==> src/sv/swbm_pkg.sv <==
package swbm_pkg;

	// Host operation codes.
	typedef enum logic [2:0] {
		OP_TICK       = 3'd0,
		OP_LOAD       = 3'd1,
		OP_START      = 3'd2,
		OP_RESET      = 3'd3,
		OP_DISCONNECT = 3'd4
	} op_t;

	// Master sequencer state.
	typedef enum logic [3:0] {
		ST_IDLE  = 4'b0001,
		ST_TX    = 4'b0010,
		ST_RX    = 4'b0100,
		ST_ERROR = 4'b1000
	} mstate_t;

	// Codes reported on bus_state.
	localparam logic [1:0] BUS_IDLE  = 2'd0;
	localparam logic [1:0] BUS_TX    = 2'd1;
	localparam logic [1:0] BUS_RX    = 2'd2;
	localparam logic [1:0] BUS_ERROR = 2'd3;

	localparam logic [7:0] SYNC_BYTE   = 8'h55;
	localparam logic [7:0] NO_READ_POS = 8'hFF;
	localparam logic [1:0] LAST_PHASE  = 2'd3;

	typedef struct packed {
		logic [2:0] operation;
		logic       line_level;
		logic [3:0] buffer_index;
		logic [7:0] buffer_byte;
		logic [4:0] tx_count;
		logic [7:0] rx_count;
	} cmd_word_t;

	typedef struct packed {
		logic       drive_enable;
		logic       drive_level;
		logic [1:0] bus_state;
		logic       read_valid;
		logic [7:0] read_byte;
	} rsp_word_t;

endpackage

==> src/sv/swbm_chan_if.sv <==
interface swbm_chan_if #(parameter type payload_t = logic);
	logic     valid;
	logic     ready;
	payload_t payload;

	modport source (output valid, output payload, input ready);
	modport sink (input valid, input payload, output ready);
endinterface

==> src/sv/single_wire_eeprom_bus_master.sv <==
// Channel  Dir  Payload      Meaning
// cmd      in   cmd_word_t   one host word: tick, load buffer byte, start, reset, disconnect
// result   out  rsp_word_t   line drive, bus state and an optional received byte
//
// Every command word produces exactly one result word, registered in the cycle after it is taken.
// A word is taken every cycle while the result register is empty or being drained,
// so the sustained rate is one word per clock; only result backpressure stalls it.
// Reset leaves the master in the error state with the line driven low, so the
// first start performs a bus reset. The transmit buffer holds no reset value.
module single_wire_eeprom_bus_master #(
	parameter int BUFFER_DEPTH = 16
) (
	input  logic         clk,
	input  logic         arst_n,
	swbm_chan_if.sink    cmd,
	swbm_chan_if.source  result
);
	import swbm_pkg::*;

	localparam int AW = $clog2(BUFFER_DEPTH);

	// Sequencer state.
	logic [1:0] phase_q;
	logic [3:0] bit_step_q;
	logic [7:0] shift_q;
	logic       cur_bit_q;
	logic [7:0] pos_q;
	logic [7:0] first_rd_q;
	logic [7:0] last_q;
	mstate_t    state_q;
	logic       line_en_q;
	logic       line_out_q;

	// Next-state values for the word at the input.
	logic [1:0] n_phase;
	logic [3:0] n_bit_step;
	logic [7:0] n_shift;
	logic       n_cur_bit;
	logic [7:0] n_pos;
	logic [7:0] n_first_rd;
	logic [7:0] n_last;
	mstate_t    n_state;
	logic       n_line_en;
	logic       n_line_out;
	logic       n_valid;
	logic [7:0] n_byte;
	logic [3:0] bs;
	logic [7:0] pos_inc;

	// Result register.
	logic       rsp_valid_q;
	rsp_word_t  rsp_q;
	logic [1:0] bus_code;

	logic       accept;
	cmd_word_t  c;

	// Buffer access. The byte needed at the end of a byte is the entry at the
	// next position, so the RAM is always addressed one position ahead and a
	// write made in the previous cycle is forwarded around it.
	logic          ram_we;
	logic [AW-1:0] ram_waddr;
	logic [AW-1:0] ram_raddr;
	logic [7:0]    ram_rdata;
	logic [7:0]    idx_ext;
	logic [7:0]    pos_d;
	logic [7:0]    fetch_pos;
	logic [AW-1:0] raddr_q;
	logic          fetch_ok_q;
	logic          wr_valid_q;
	logic [AW-1:0] wr_addr_q;
	logic [7:0]    wr_data_q;
	logic [7:0]    fetched;

	assign c          = cmd.payload;
	assign cmd.ready  = !rsp_valid_q || result.ready;
	assign accept     = cmd.valid && cmd.ready;

	assign idx_ext    = {4'b0000, c.buffer_index};
	assign ram_we     = accept && (c.operation == OP_LOAD)
		&& ({1'b0, idx_ext} < 9'(BUFFER_DEPTH));
	assign ram_waddr  = idx_ext[AW-1:0];
	assign pos_d      = accept ? n_pos : pos_q;
	assign fetch_pos  = pos_d + 8'd1;
	assign ram_raddr  = fetch_pos[AW-1:0];

	swbm_ram #(
		.WIDTH (8),
		.DEPTH (BUFFER_DEPTH)
	) u_buf (
		.clk   (clk),
		.we    (ram_we),
		.waddr (ram_waddr),
		.wdata (c.buffer_byte),
		.raddr (ram_raddr),
		.rdata (ram_rdata)
	);

	always_ff @(posedge clk or negedge arst_n) begin
		if (!arst_n) begin
			wr_valid_q <= 1'b0;
			fetch_ok_q <= 1'b0;
		end else begin
			wr_valid_q <= ram_we;
			fetch_ok_q <= ({1'b0, fetch_pos} < 9'(BUFFER_DEPTH));
		end
	end

	always_ff @(posedge clk) begin
		raddr_q   <= ram_raddr;
		wr_addr_q <= ram_waddr;
		wr_data_q <= c.buffer_byte;
	end

	// Positions past the buffer read as zero.
	always_comb begin
		if (!fetch_ok_q) begin
			fetched = 8'h00;
		end else if (wr_valid_q && (wr_addr_q == raddr_q)) begin
			fetched = wr_data_q;
		end else begin
			fetched = ram_rdata;
		end
	end

	// One quarter-bit tick, or a host operation, per word.
	always_comb begin
		n_phase    = phase_q;
		n_bit_step = bit_step_q;
		n_shift    = shift_q;
		n_cur_bit  = cur_bit_q;
		n_pos      = pos_q;
		n_first_rd = first_rd_q;
		n_last     = last_q;
		n_state    = state_q;
		n_line_en  = line_en_q;
		n_line_out = line_out_q;
		n_valid    = 1'b0;
		n_byte     = 8'h00;
		bs         = bit_step_q + 4'd1;
		pos_inc    = pos_q + 8'd1;

		case (c.operation)
			OP_TICK: begin
				if (state_q == ST_TX || state_q == ST_RX) begin
					// Manchester drive: a 1 is low then high, a 0 is high then low.
					if (state_q == ST_TX) begin
						if (phase_q == 2'd0) begin
							n_line_en  = 1'b1;
							n_line_out = ~cur_bit_q;
						end else if (phase_q == 2'd2) begin
							n_line_out = cur_bit_q;
						end
					end else begin
						// Receive: a bit is 1 when the line is low early and high late.
						if (phase_q == 2'd0) begin
							n_line_en  = 1'b0;
							n_line_out = 1'b1;
						end else if (phase_q == 2'd1) begin
							n_cur_bit = c.line_level;
						end else if (phase_q == LAST_PHASE) begin
							n_cur_bit = c.line_level & ~cur_bit_q;
						end
					end

					n_phase = phase_q + 2'd1;
					if (phase_q == LAST_PHASE) begin
						n_bit_step = bs;
						if (!bs[3]) begin
							// Data bits of the byte.
							if (state_q == ST_TX) begin
								n_cur_bit = shift_q[7];
								n_shift   = {shift_q[6:0], 1'b0};
							end else begin
								n_shift = {shift_q[6:1], shift_q[0] | n_cur_bit, 1'b0};
							end
						end else if (bs == 4'd8) begin
							// Master acknowledge: 1 unless this is the last byte.
							if (state_q == ST_RX) begin
								n_shift = {shift_q[7:1], shift_q[0] | n_cur_bit};
							end
							n_cur_bit = (pos_q != last_q);
							n_state   = ST_TX;
						end else if (bs == 4'd9) begin
							n_state = ST_RX;
						end else if (!n_cur_bit && pos_q != 8'd0) begin
							// Slave acknowledge missing on a byte past the sync byte; the sync byte's is not checked.
							n_state = ST_ERROR;
						end else begin
							n_bit_step = 4'd0;
							if (pos_q >= first_rd_q) begin
								n_valid = 1'b1;
								n_byte  = shift_q;
							end
							n_pos = pos_inc;
							if (pos_inc == 8'd0 || pos_inc > last_q) begin
								n_line_en  = 1'b1;
								n_line_out = 1'b1;
								n_state    = ST_IDLE;
								n_shift    = {shift_q[6:0], 1'b0};
							end else if (pos_inc >= first_rd_q) begin
								n_state = ST_RX;
								n_shift = {shift_q[6:0], 1'b0};
							end else begin
								n_state   = ST_TX;
								n_cur_bit = fetched[7];
								n_shift   = {fetched[6:0], 1'b0};
							end
						end
					end
				end
			end
			OP_LOAD: begin
				// The buffer write itself goes straight to the RAM.
			end
			OP_START: begin
				// Also covers a start from error: the bus reset is folded in.
				n_phase    = 2'd0;
				n_bit_step = 4'd0;
				n_pos      = 8'd0;
				n_last     = {3'b000, c.tx_count} + c.rx_count - 8'd1;
				n_first_rd = (c.rx_count != 8'd0) ? {3'b000, c.tx_count} : NO_READ_POS;
				n_shift    = {SYNC_BYTE[6:0], 1'b0};
				n_cur_bit  = 1'b0;
				n_line_en  = 1'b1;
				n_line_out = 1'b0;
				n_state    = ST_TX;
			end
			OP_RESET: begin
				n_line_en  = 1'b1;
				n_line_out = 1'b1;
				n_state    = ST_IDLE;
			end
			OP_DISCONNECT: begin
				n_line_en  = 1'b1;
				n_line_out = 1'b0;
				n_state    = ST_ERROR;
			end
			default: begin
			end
		endcase
	end

	always_comb begin
		case (n_state)
			ST_IDLE:  bus_code = BUS_IDLE;
			ST_TX:    bus_code = BUS_TX;
			ST_RX:    bus_code = BUS_RX;
			default:  bus_code = BUS_ERROR;
		endcase
	end

	always_ff @(posedge clk or negedge arst_n) begin
		if (!arst_n) begin
			phase_q     <= 2'd0;
			bit_step_q  <= 4'd0;
			shift_q     <= 8'h00;
			cur_bit_q   <= 1'b0;
			pos_q       <= 8'd0;
			first_rd_q  <= 8'd0;
			last_q      <= 8'd0;
			state_q     <= ST_ERROR;
			line_en_q   <= 1'b1;
			line_out_q  <= 1'b0;
			rsp_valid_q <= 1'b0;
		end else begin
			if (accept) begin
				phase_q    <= n_phase;
				bit_step_q <= n_bit_step;
				shift_q    <= n_shift;
				cur_bit_q  <= n_cur_bit;
				pos_q      <= n_pos;
				first_rd_q <= n_first_rd;
				last_q     <= n_last;
				state_q    <= n_state;
				line_en_q  <= n_line_en;
				line_out_q <= n_line_out;
			end
			if (accept) begin
				rsp_valid_q <= 1'b1;
			end else if (result.ready) begin
				rsp_valid_q <= 1'b0;
			end
		end
	end

	// The result word holds until taken; a new one loads only with an accepted word.
	always_ff @(posedge clk) begin
		if (accept) begin
			rsp_q.drive_enable <= n_line_en;
			rsp_q.drive_level  <= n_line_out;
			rsp_q.bus_state    <= bus_code;
			rsp_q.read_valid   <= n_valid;
			rsp_q.read_byte    <= n_byte;
		end
	end

	assign result.valid   = rsp_valid_q;
	assign result.payload = rsp_q;
endmodule

==> src/sv/swbm_ram.sv <==
module swbm_ram #(
	parameter int WIDTH = 8,
	parameter int DEPTH = 16
) (
	input  logic                     clk,
	input  logic                     we,
	input  logic [$clog2(DEPTH)-1:0] waddr,
	input  logic [WIDTH-1:0]         wdata,
	input  logic [$clog2(DEPTH)-1:0] raddr,
	output logic [WIDTH-1:0]         rdata
);
	logic [WIDTH-1:0] mem [DEPTH];

	always_ff @(posedge clk) begin
		if (we) begin
			mem[waddr] <= wdata;
		end
		rdata <= mem[raddr];
	end
endmodule
==> src/flat_wrapper.sv <==
// flat-port wrapper written by rule: the top's interface ports become plain ports
module single_wire_eeprom_bus_master_flat import swbm_pkg::*;
#(
	parameter int BUFFER_DEPTH = 16
)
  (clk, arst_n, cmd_valid, cmd_payload, cmd_ready, result_valid, result_payload, result_ready);
  swbm_chan_if cmd_i ();
  swbm_chan_if result_i ();
  input  logic clk;
  input  logic arst_n;
  input wire logic [$bits(cmd_i.valid)-1:0] cmd_valid;
  input wire logic [$bits(cmd_i.payload)-1:0] cmd_payload;
  output wire logic [$bits(cmd_i.ready)-1:0] cmd_ready;
  output wire logic [$bits(result_i.valid)-1:0] result_valid;
  output wire logic [$bits(result_i.payload)-1:0] result_payload;
  input wire logic [$bits(result_i.ready)-1:0] result_ready;
  assign cmd_i.valid = cmd_valid;
  assign cmd_i.payload = cmd_payload;
  assign cmd_ready = cmd_i.ready;
  assign result_valid = result_i.valid;
  assign result_payload = result_i.payload;
  assign result_i.ready = result_ready;
  single_wire_eeprom_bus_master #(.BUFFER_DEPTH(BUFFER_DEPTH)) u_core (.clk(clk), .arst_n(arst_n), .cmd(cmd_i), .result(result_i));
endmodule
==> config.mk <==
export PLATFORM = sky130hd
export DESIGN_NAME = single_wire_eeprom_bus_master_flat
export DESIGN_NICKNAME = d
export VERILOG_FILES = /design/src/sv/swbm_pkg.sv /design/src/sv/swbm_chan_if.sv /design/src/sv/single_wire_eeprom_bus_master.sv /design/src/sv/swbm_ram.sv /design/src/flat_wrapper.sv
export SDC_FILE = /design/constraint.sdc
export NUM_CORES = 1
export LEC_CHECK = 0
export BUFFER_PORTS_ARGS = -buffer_cell sky130_fd_sc_hd__buf_2
export CAP_MARGIN = 20
export CORE_MARGIN = 5
export CORE_UTILIZATION = 45
export CTS_BUF_LIST = sky130_fd_sc_hd__clkbuf_16
export DETAILED_ROUTE_END_ITERATION = 10
export MAX_ROUTING_LAYER = met4
export SYNTH_ARGS = -nofsm -noshare
export SYNTH_HDL_FRONTEND = slang
export SYNTH_SLANG_ARGS = --single-unit
==> constraint.sdc <==
create_clock -name clk -period 4.4 [get_ports clk]
set_input_delay 0.88 -clock clk [delete_from_list [all_inputs] [get_ports clk]]
set_output_delay 0.88 -clock clk [all_outputs]
set_load 0.02 [all_outputs]
**Word-level counts from Yosys, hierarchy flattened**

Cells that the tools add are included.

- Divide/modulo/power cells: 0
- Multiplexer cells: 40
- Bitwise operators: 5
- $mul: 0
- Eq/ne operators: 12
- Order comparisons: 4
- Shift-type cells: 0
- Add/subtract/negate cells: 4
- Reduce and logical (&&, ||, !) cells: 17

Operators by type and width:

| operator | count |
|---|---|
| $mux 8 | 14 |
| $mux 4 | 8 |
| $add 8x1->8 const B | 2 |
| $ge 8x1->1 const B | 2 |
| $mux 1 | 16 |
| $reduce_and 6->1 | 2 |
| $ne 3x3->1 const B | 3 |
| $eq 4x4->1 const B | 2 |
| $gt 8x1->1 const B | 1 |
| $logic_not 8->1 | 1 |
| $lt 8x5->1 const B | 1 |
| $reduce_bool 8->1 | 1 |
| $reduce_or 7->1 | 1 |
| $ne 2x2->1 const B | 3 |
| $add 4x1->4 const B | 1 |
| $eq 4x2->1 const B | 1 |
| $eq 4x3->1 const B | 1 |
| $not 1->1 | 4 |
| $reduce_and 4->1 | 1 |
| $logic_or 1x1->1 | 3 |
| $mux 3 | 1 |
| $reduce_and 3->1 | 1 |
| $add 2x1->2 const B | 1 |
| $eq 2x1->1 const B | 1 |
| other kinds (8) | 10 |

- RAM bits: 0
- Bits of input ports: 5
- Output and inout bits: 3
- Latch bits: 0
- Bits in read-only memories: 0
- Memories: 0
- Word-level logic and storage cells: 93
- Register bits after elaboration: 38

**Logic depth before layout (Yosys ltp)**

- Depth in word-level cells: 17
- Gate-level depth with buffers: 7
- Gate-level depth less buffers: 7

**Worst setup path after synthesis**

OpenSTA, ideal clock, no wires.

- Path type: input-to-reg
- Start: input port result_ready
- End: register u_core.shift_q[7]
- Setup time: 0.128 ns
- Setup slack: 2.310 ns
- Path buffers: 0
- Required time: 4.272 ns
- Stages: 5
- Arrival: 1.963 ns
- Cell sequence: nand2b_1 nand4_4 inv_2 o211ai_4 mux2_1

- Longest elaborated chain between the ends: 3

Ends and longest elaborated chain:

| item | line | RTL |
|---|---|---|
| from (decl) | flat_wrapper.sv:16 | `input wire logic [$bits(result_i.ready)-1:0] result_ready;` |
| $logic_or 1x1->1 | single_wire_eeprom_bus_master.sv:76 | `assign cmd.ready = !rsp_valid_q \|\| result.ready;` |
| $logic_and 1x1->1 | single_wire_eeprom_bus_master.sv:77 | `assign accept = cmd.valid && cmd.ready;` |
| $reduce_and 6->1 (no line) | -- |  |
| to (signal assigned) | single_wire_eeprom_bus_master.sv:270 | `shift_q <= n_shift;` |
| to (decl) | single_wire_eeprom_bus_master.sv:25 | `logic [7:0] shift_q;` |

Every way passes these cells.
A chain may end at the register's enable or synchronous reset.

**Final worst setup path**

- Start: register u_core.phase_q[0]
- End: register u_core.pos_q[1]

- Longest elaborated chain between the ends: 15
- Elaborated cells between the ends (all ways): 17
- Those cells by class: 2 x eq/ne; 12 x mux; 3 x reduce/logical

Ends and longest elaborated chain:

| item | line | RTL |
|---|---|---|
| from (decl) | single_wire_eeprom_bus_master.sv:23 | `logic [1:0] phase_q;` |
| from (signal assigned) | single_wire_eeprom_bus_master.sv:268 | `phase_q <= n_phase;` |
| $eq 2x2->1 | single_wire_eeprom_bus_master.sv:161, single_wire_eeprom_bus_master.sv:167 |  |
| $mux 1 | single_wire_eeprom_bus_master.sv:161 | `end else if (phase_q == LAST_PHASE) begin` |
| $mux 1 | single_wire_eeprom_bus_master.sv:159 | `end else if (phase_q == 2'd1) begin` |
| $mux 1 | single_wire_eeprom_bus_master.sv:156 | `if (phase_q == 2'd0) begin` |
| $mux 1 | single_wire_eeprom_bus_master.sv:147 | `if (state_q == ST_TX) begin` |
| $mux 1 | single_wire_eeprom_bus_master.sv:145 | `if (state_q == ST_TX \|\| state_q == ST_RX) begin` |
| $logic_not 1->1 | single_wire_eeprom_bus_master.sv:186 | `end else if (!n_cur_bit && pos_q != 8'd0) begin` |
| $logic_and 1x1->1 | single_wire_eeprom_bus_master.sv:186 |  |
| $mux 8 | single_wire_eeprom_bus_master.sv:186 |  |
| $mux 8 | single_wire_eeprom_bus_master.sv:184 | `end else if (bs == 4'd9) begin` |
| $mux 8 | single_wire_eeprom_bus_master.sv:177 | `end else if (bs == 4'd8) begin` |
| $mux 8 | single_wire_eeprom_bus_master.sv:169 | `if (!bs[3]) begin` |
| $mux 8 * | single_wire_eeprom_bus_master.sv:167 | `if (phase_q == LAST_PHASE) begin` |
| $mux 8 * | single_wire_eeprom_bus_master.sv:145 |  |
| $mux 8 * | -- |  |
| to (signal assigned) | single_wire_eeprom_bus_master.sv:272 | `pos_q <= n_pos;` |
| to (decl) | single_wire_eeprom_bus_master.sv:27 | `logic [7:0] pos_q;` |

Every way passes the cells marked *; elsewhere a longest branch is shown, timed or not. The select of a mux whose other input is x is not followed.

==> flow_results.xml <==
<?xml version="1.0" encoding="UTF-8"?>
<metrics>
  <group name="drt">
    <metric name="vias" unit="">1124</metric>
    <metric name="route.layer.met1.wl" unit="um">1410</metric>
    <metric name="detail_route.vias_per_cell" unit="">5.48</metric>
    <metric name="top_layer" unit="">met4</metric>
    <metric name="drt_pass1_iterations" unit="">4</metric>
    <metric name="route.met3.wl" unit="um">142</metric>
    <metric name="avgRoutedWirePerCell" unit="um">14.6</metric>
    <metric name="drc_errors" unit="">0</metric>
    <metric name="met2_length" unit="um">1410</metric>
    <metric name="drt-initial-drc-count" unit="">59</metric>
    <metric name="wirelength" unit="um">2990</metric>
    <metric name="antenna_violating_nets_post_route" unit="">0</metric>
  </group>
  <group name="place">
    <metric name="dpl_cell_area" unit="mm^2">0.00169</metric>
    <metric name="dp_cells" unit="">197</metric>
    <metric name="buffer_ports.inserted" unit="">6</metric>
    <metric name="dp_slack" unit="ns">1.98</metric>
    <metric name="routabilityCongestion" unit="">0.869</metric>
    <metric name="dp_hpwl" unit="um">2120</metric>
  </group>
  <group name="outcome">
    <metric name="result_of_the_run" unit="">finished, final reports clean</metric>
  </group>
  <group name="finish">
    <metric name="final_cells" unit="">205</metric>
    <metric name="nNetsFinal" unit="">171</metric>
    <metric name="postLayoutCoreUtil" unit="%">53.9</metric>
    <metric name="multi_input_area" unit="um^2">842</metric>
    <metric name="register_area" unit="um^2">732</metric>
    <metric name="finalInstanceArea" unit="mm^2">0.00183</metric>
    <metric name="flow.area_growth_from_synthesis" unit="%">13.4</metric>
    <metric name="insertedDiodeCount" unit="">0</metric>
    <metric name="layout-drive-gt1-share" unit="%">21.4</metric>
    <metric name="layout.filler_cells" unit="">305</metric>
  </group>
  <group name="timing">
    <metric name="finalHoldViolCount" unit="">0</metric>
    <metric name="report.final.slew_viol_count" unit="">0</metric>
    <metric name="rsz_0062_raised_after_global_routing" unit="">no</metric>
    <metric name="max_clock_freq" unit="MHz">415</metric>
    <metric name="report.final.setup_viol" unit="">0</metric>
    <metric name="tightest_slew" unit="ns">0.909</metric>
    <metric name="holdWs" unit="ns">0.476</metric>
    <metric name="totalNegativeSetupSlack" unit="ns">0</metric>
    <metric name="final_min_period_over_clock_period" unit="%">54.7</metric>
    <metric name="finalCriticalPeriod" unit="ns">2.41</metric>
    <metric name="final_critical_path_setup_slack" unit="ns">1.99</metric>
    <metric name="clock_skew" unit="ns">0.00482</metric>
    <metric name="worst_slew_margin_rel" unit="%">39.2</metric>
  </group>
  <group name="critical_path">
    <metric name="timing.critical_path.slowest_stage_cell" unit="">sky130_fd_sc_hd__nor2_2</metric>
    <metric name="setup.reg_to_reg.worst_slack" unit="ns">1.99</metric>
    <metric name="crit_type" unit="">reg2reg</metric>
    <metric name="critical_path.endpoint_type" unit="">flip-flop</metric>
    <metric name="worstPathCellList" unit="">ha_1 &gt; nor3b_1 &gt; nand4_4 &gt; nor2_2 &gt; nand2_2 &gt; mux2_4</metric>
    <metric name="timing.critical_path.from" unit="">u_core.phase_q[0]$_DFFE_PN0P_</metric>
    <metric name="critPathMaxFanout" unit="">11</metric>
    <metric name="regToRegStartpoint" unit="">u_core.phase_q[0]$_DFFE_PN0P_</metric>
    <metric name="worst_ep_arrival_time" unit="ns">2.55</metric>
    <metric name="timing.critical_path.from_type" unit="">flip-flop</metric>
    <metric name="endpoint" unit="">u_core.pos_q[1]$_DFFE_PN0P_</metric>
    <metric name="reg2regPathDepth" unit="">6</metric>
    <metric name="cp_data_required_time" unit="ns">4.55</metric>
    <metric name="cp_slowest_stage_delay" unit="ns">0.45</metric>
    <metric name="regToRegEndpoint" unit="">u_core.pos_q[1]$_DFFE_PN0P_</metric>
  </group>
  <group name="floorplan">
    <metric name="design.die.area" unit="mm^2">0.00488</metric>
    <metric name="rows" unit="">21</metric>
    <metric name="pin_count" unit="">8</metric>
    <metric name="coreArea" unit="mm^2">0.00339</metric>
    <metric name="effective_utilization_at_floorplan" unit="%">47.5</metric>
    <metric name="die_x" unit="um">69.8</metric>
    <metric name="chipHeight" unit="um">69.8</metric>
  </group>
  <group name="yosys">
    <metric name="synth-edff-count" unit="">1</metric>
    <metric name="synth.distinct_cells" unit="">50</metric>
    <metric name="syn-cell-area" unit="mm^2">0.00161</metric>
    <metric name="synth_ff_type" unit="">sky130_fd_sc_hd__dfrtp_1</metric>
    <metric name="ys.warnings.count" unit="">0</metric>
    <metric name="synthesis.instances" unit="">146</metric>
    <metric name="ys_ff_latch" unit="">29</metric>
    <metric name="async_reset_ff_share" unit="%">96.6</metric>
    <metric name="post_synthesis_net_count" unit="">159</metric>
    <metric name="post_synth.cell_area_avg" unit="um^2">11.0</metric>
    <metric name="synth-seq-area-share" unit="%">45.4</metric>
  </group>
  <group name="grt">
    <metric name="antenna_found_initial" unit="">0</metric>
    <metric name="largest_net_degree_at_the_start_of_global_routing" unit="">29</metric>
    <metric name="track_usage" unit="%">13.8</metric>
    <metric name="wire_length_of_the_first_global_routing_pass" unit="um">5270</metric>
    <metric name="gr-total-overflow" unit="">0</metric>
    <metric name="via_count_of_the_first_global_routing_pass" unit="">1124</metric>
  </group>
  <group name="clock_network">
    <metric name="clkLatencyLatePin" unit="ns">0.27</metric>
    <metric name="path_clk_slew" unit="ns">0.05</metric>
    <metric name="cts.hold.buffers_added" unit="">0</metric>
    <metric name="tritoncts_num_sinks" unit="">29</metric>
    <metric name="tritoncts" unit="">yes</metric>
    <metric name="postCtsSetupBuffers" unit="">0</metric>
    <metric name="ctsResizeCount" unit="">0</metric>
    <metric name="cts_root_buf" unit="">sky130_fd_sc_hd__clkbuf_16</metric>
    <metric name="clock_tree.buffer_depth" unit="">2</metric>
    <metric name="tritoncts.num_buffers" unit="">5</metric>
    <metric name="htree_levels" unit="">2</metric>
  </group>
  <group name="pwr">
    <metric name="p_leak" unit="nW">0.856</metric>
    <metric name="power_density" unit="mW/mm^2">531</metric>
    <metric name="report.power.total" unit="mW">0.970</metric>
    <metric name="ir_worst_vdd" unit="V">0.000245</metric>
  </group>
  <group name="min_path">
    <metric name="hold_path_startpoint" unit="">u_core.shift_q[6]$_DFFE_PN0P_</metric>
    <metric name="hold_class" unit="">reg2reg</metric>
  </group>
  <group name="flow_run">
    <metric name="drv_cap" unit="">0</metric>
  </group>
</metrics>
==> worst min path at each step <==
| stage | end | slack (ns) | depth (start not counted) |
|---|---|---|---|
| finish | u_core.shift_q[7]$_DFFE_PN0P_ | 0.48 | 1 |
| detailed placement | u_core.shift_q[7]$_DFFE_PN0P_ | 0.47 | 1 |
| floorplan | u_core.shift_q[7]$_DFFE_PN0P_ | 0.45 | 1 |
| CTS | u_core.shift_q[7]$_DFFE_PN0P_ | 0.48 | 1 |
| global route | u_core.shift_q[7]$_DFFE_PN0P_ | 0.51 | 1 |
| global placement | u_core.shift_q[7]$_DFFE_PN0P_ | 0.46 | 1 |
==> cell families after synthesis <==
kind of cell / share of synthesized area (%)
flip-flops: 45.4
AO/OA/AOI/OAI: 13.7
adder cells (fa/ha/maj): 6.21
AND/OR/NAND/NOR: 19.2
XOR/XNOR: 5.98
buffers and inverters: 2.33
multiplexers: 7.14
==> routing by layer <==
layer | up-vias | global-route usage, %
met5 | - | -
met4 | 0 | 5.74
met3 | 2 | 4.20
met2 | 23 | 20.4
met1 | 550 | 17.7
li1 | 549 | -
==> power by group <==
part / leakage [nW] / internal (mW) / switching [mW]
clock network: 0.0776 / 0.202 / 0.105
registers: 0.378 / 0.310 / 0.0546
logic: 0.400 / 0.125 / 0.174
total: 0.856 / 0.637 / 0.333
==> state kept, by name (all words and copies together) (netlist names) <==
signal                 flops
u_core.pos_q               8
u_core.result.payload      1
u_core.cur_bit_q           1
u_core.shift_q             8
u_core.result.valid        1
u_core.phase_q             2
u_core.state_q             4
u_core.bit_step_q          4
==> synthesized netlist by cell type, types with 3 or more instances <==
cell,count,area share (%)
sky130_fd_sc_hd__nand2_1,10,2.3
sky130_fd_sc_hd__ha_1,8,6.2
sky130_fd_sc_hd__inv_1,7,1.6
sky130_fd_sc_hd__nor2_1,7,1.6
sky130_fd_sc_hd__xnor2_1,8,4.3
sky130_fd_sc_hd__mux2_2,7,4.9
sky130_fd_sc_hd__a21oi_1,6,1.9
sky130_fd_sc_hd__nor3_1,4,1.2
sky130_fd_sc_hd__nand3_1,10,3.1
sky130_fd_sc_hd__xor2_1,3,1.6
sky130_fd_sc_hd__o21ai_0,6,1.9
sky130_fd_sc_hd__dfrtp_1,27,42
==> cell usage in the layout (no fill, tap or decap), types with 2 or more instances in the layout <==
cell type                   synthesis  final
sky130_fd_sc_hd__dfrtp_1           27     27
sky130_fd_sc_hd__inv_1              7     10
sky130_fd_sc_hd__nand3_1           10     10
sky130_fd_sc_hd__nand2_1           10     10
sky130_fd_sc_hd__xnor2_1            8      8
sky130_fd_sc_hd__ha_1               8      8
sky130_fd_sc_hd__nor2_1             7      7
sky130_fd_sc_hd__mux2_2             7      7
sky130_fd_sc_hd__a21oi_1            6      6
sky130_fd_sc_hd__o21ai_0            6      6
sky130_fd_sc_hd__buf_2              0      6
sky130_fd_sc_hd__clkbuf_16          0      5
sky130_fd_sc_hd__nor3_1             4      4
sky130_fd_sc_hd__xor2_1             3      3
sky130_fd_sc_hd__nand2b_1           2      2
sky130_fd_sc_hd__a21o_1             2      2
sky130_fd_sc_hd__nor4b_2            2      2
sky130_fd_sc_hd__nand4_1            2      2
sky130_fd_sc_hd__and3_1             2      2
==> layout make-up <==
cell class | instances | share of cell area (%)
inverters | 8 | 1.64
clock inverters | 3 | 0.616
clock buffers | 5 | 6.84
well taps | 46 | 3.15
repair buffers | 6 | 1.64
flip-flops and latches | 29 | 40.0
multi-input cells | 108 | 46.1
==> critical path: cells and delay by family, from the launching register on <==
family	cells	cell delay [ns]
muxes	1	0.32
adders and majority gates	1	0.26
and+or+nand+nor	4	1.29
DFF	1	0.40
Power figures use the tool's default switching activity.
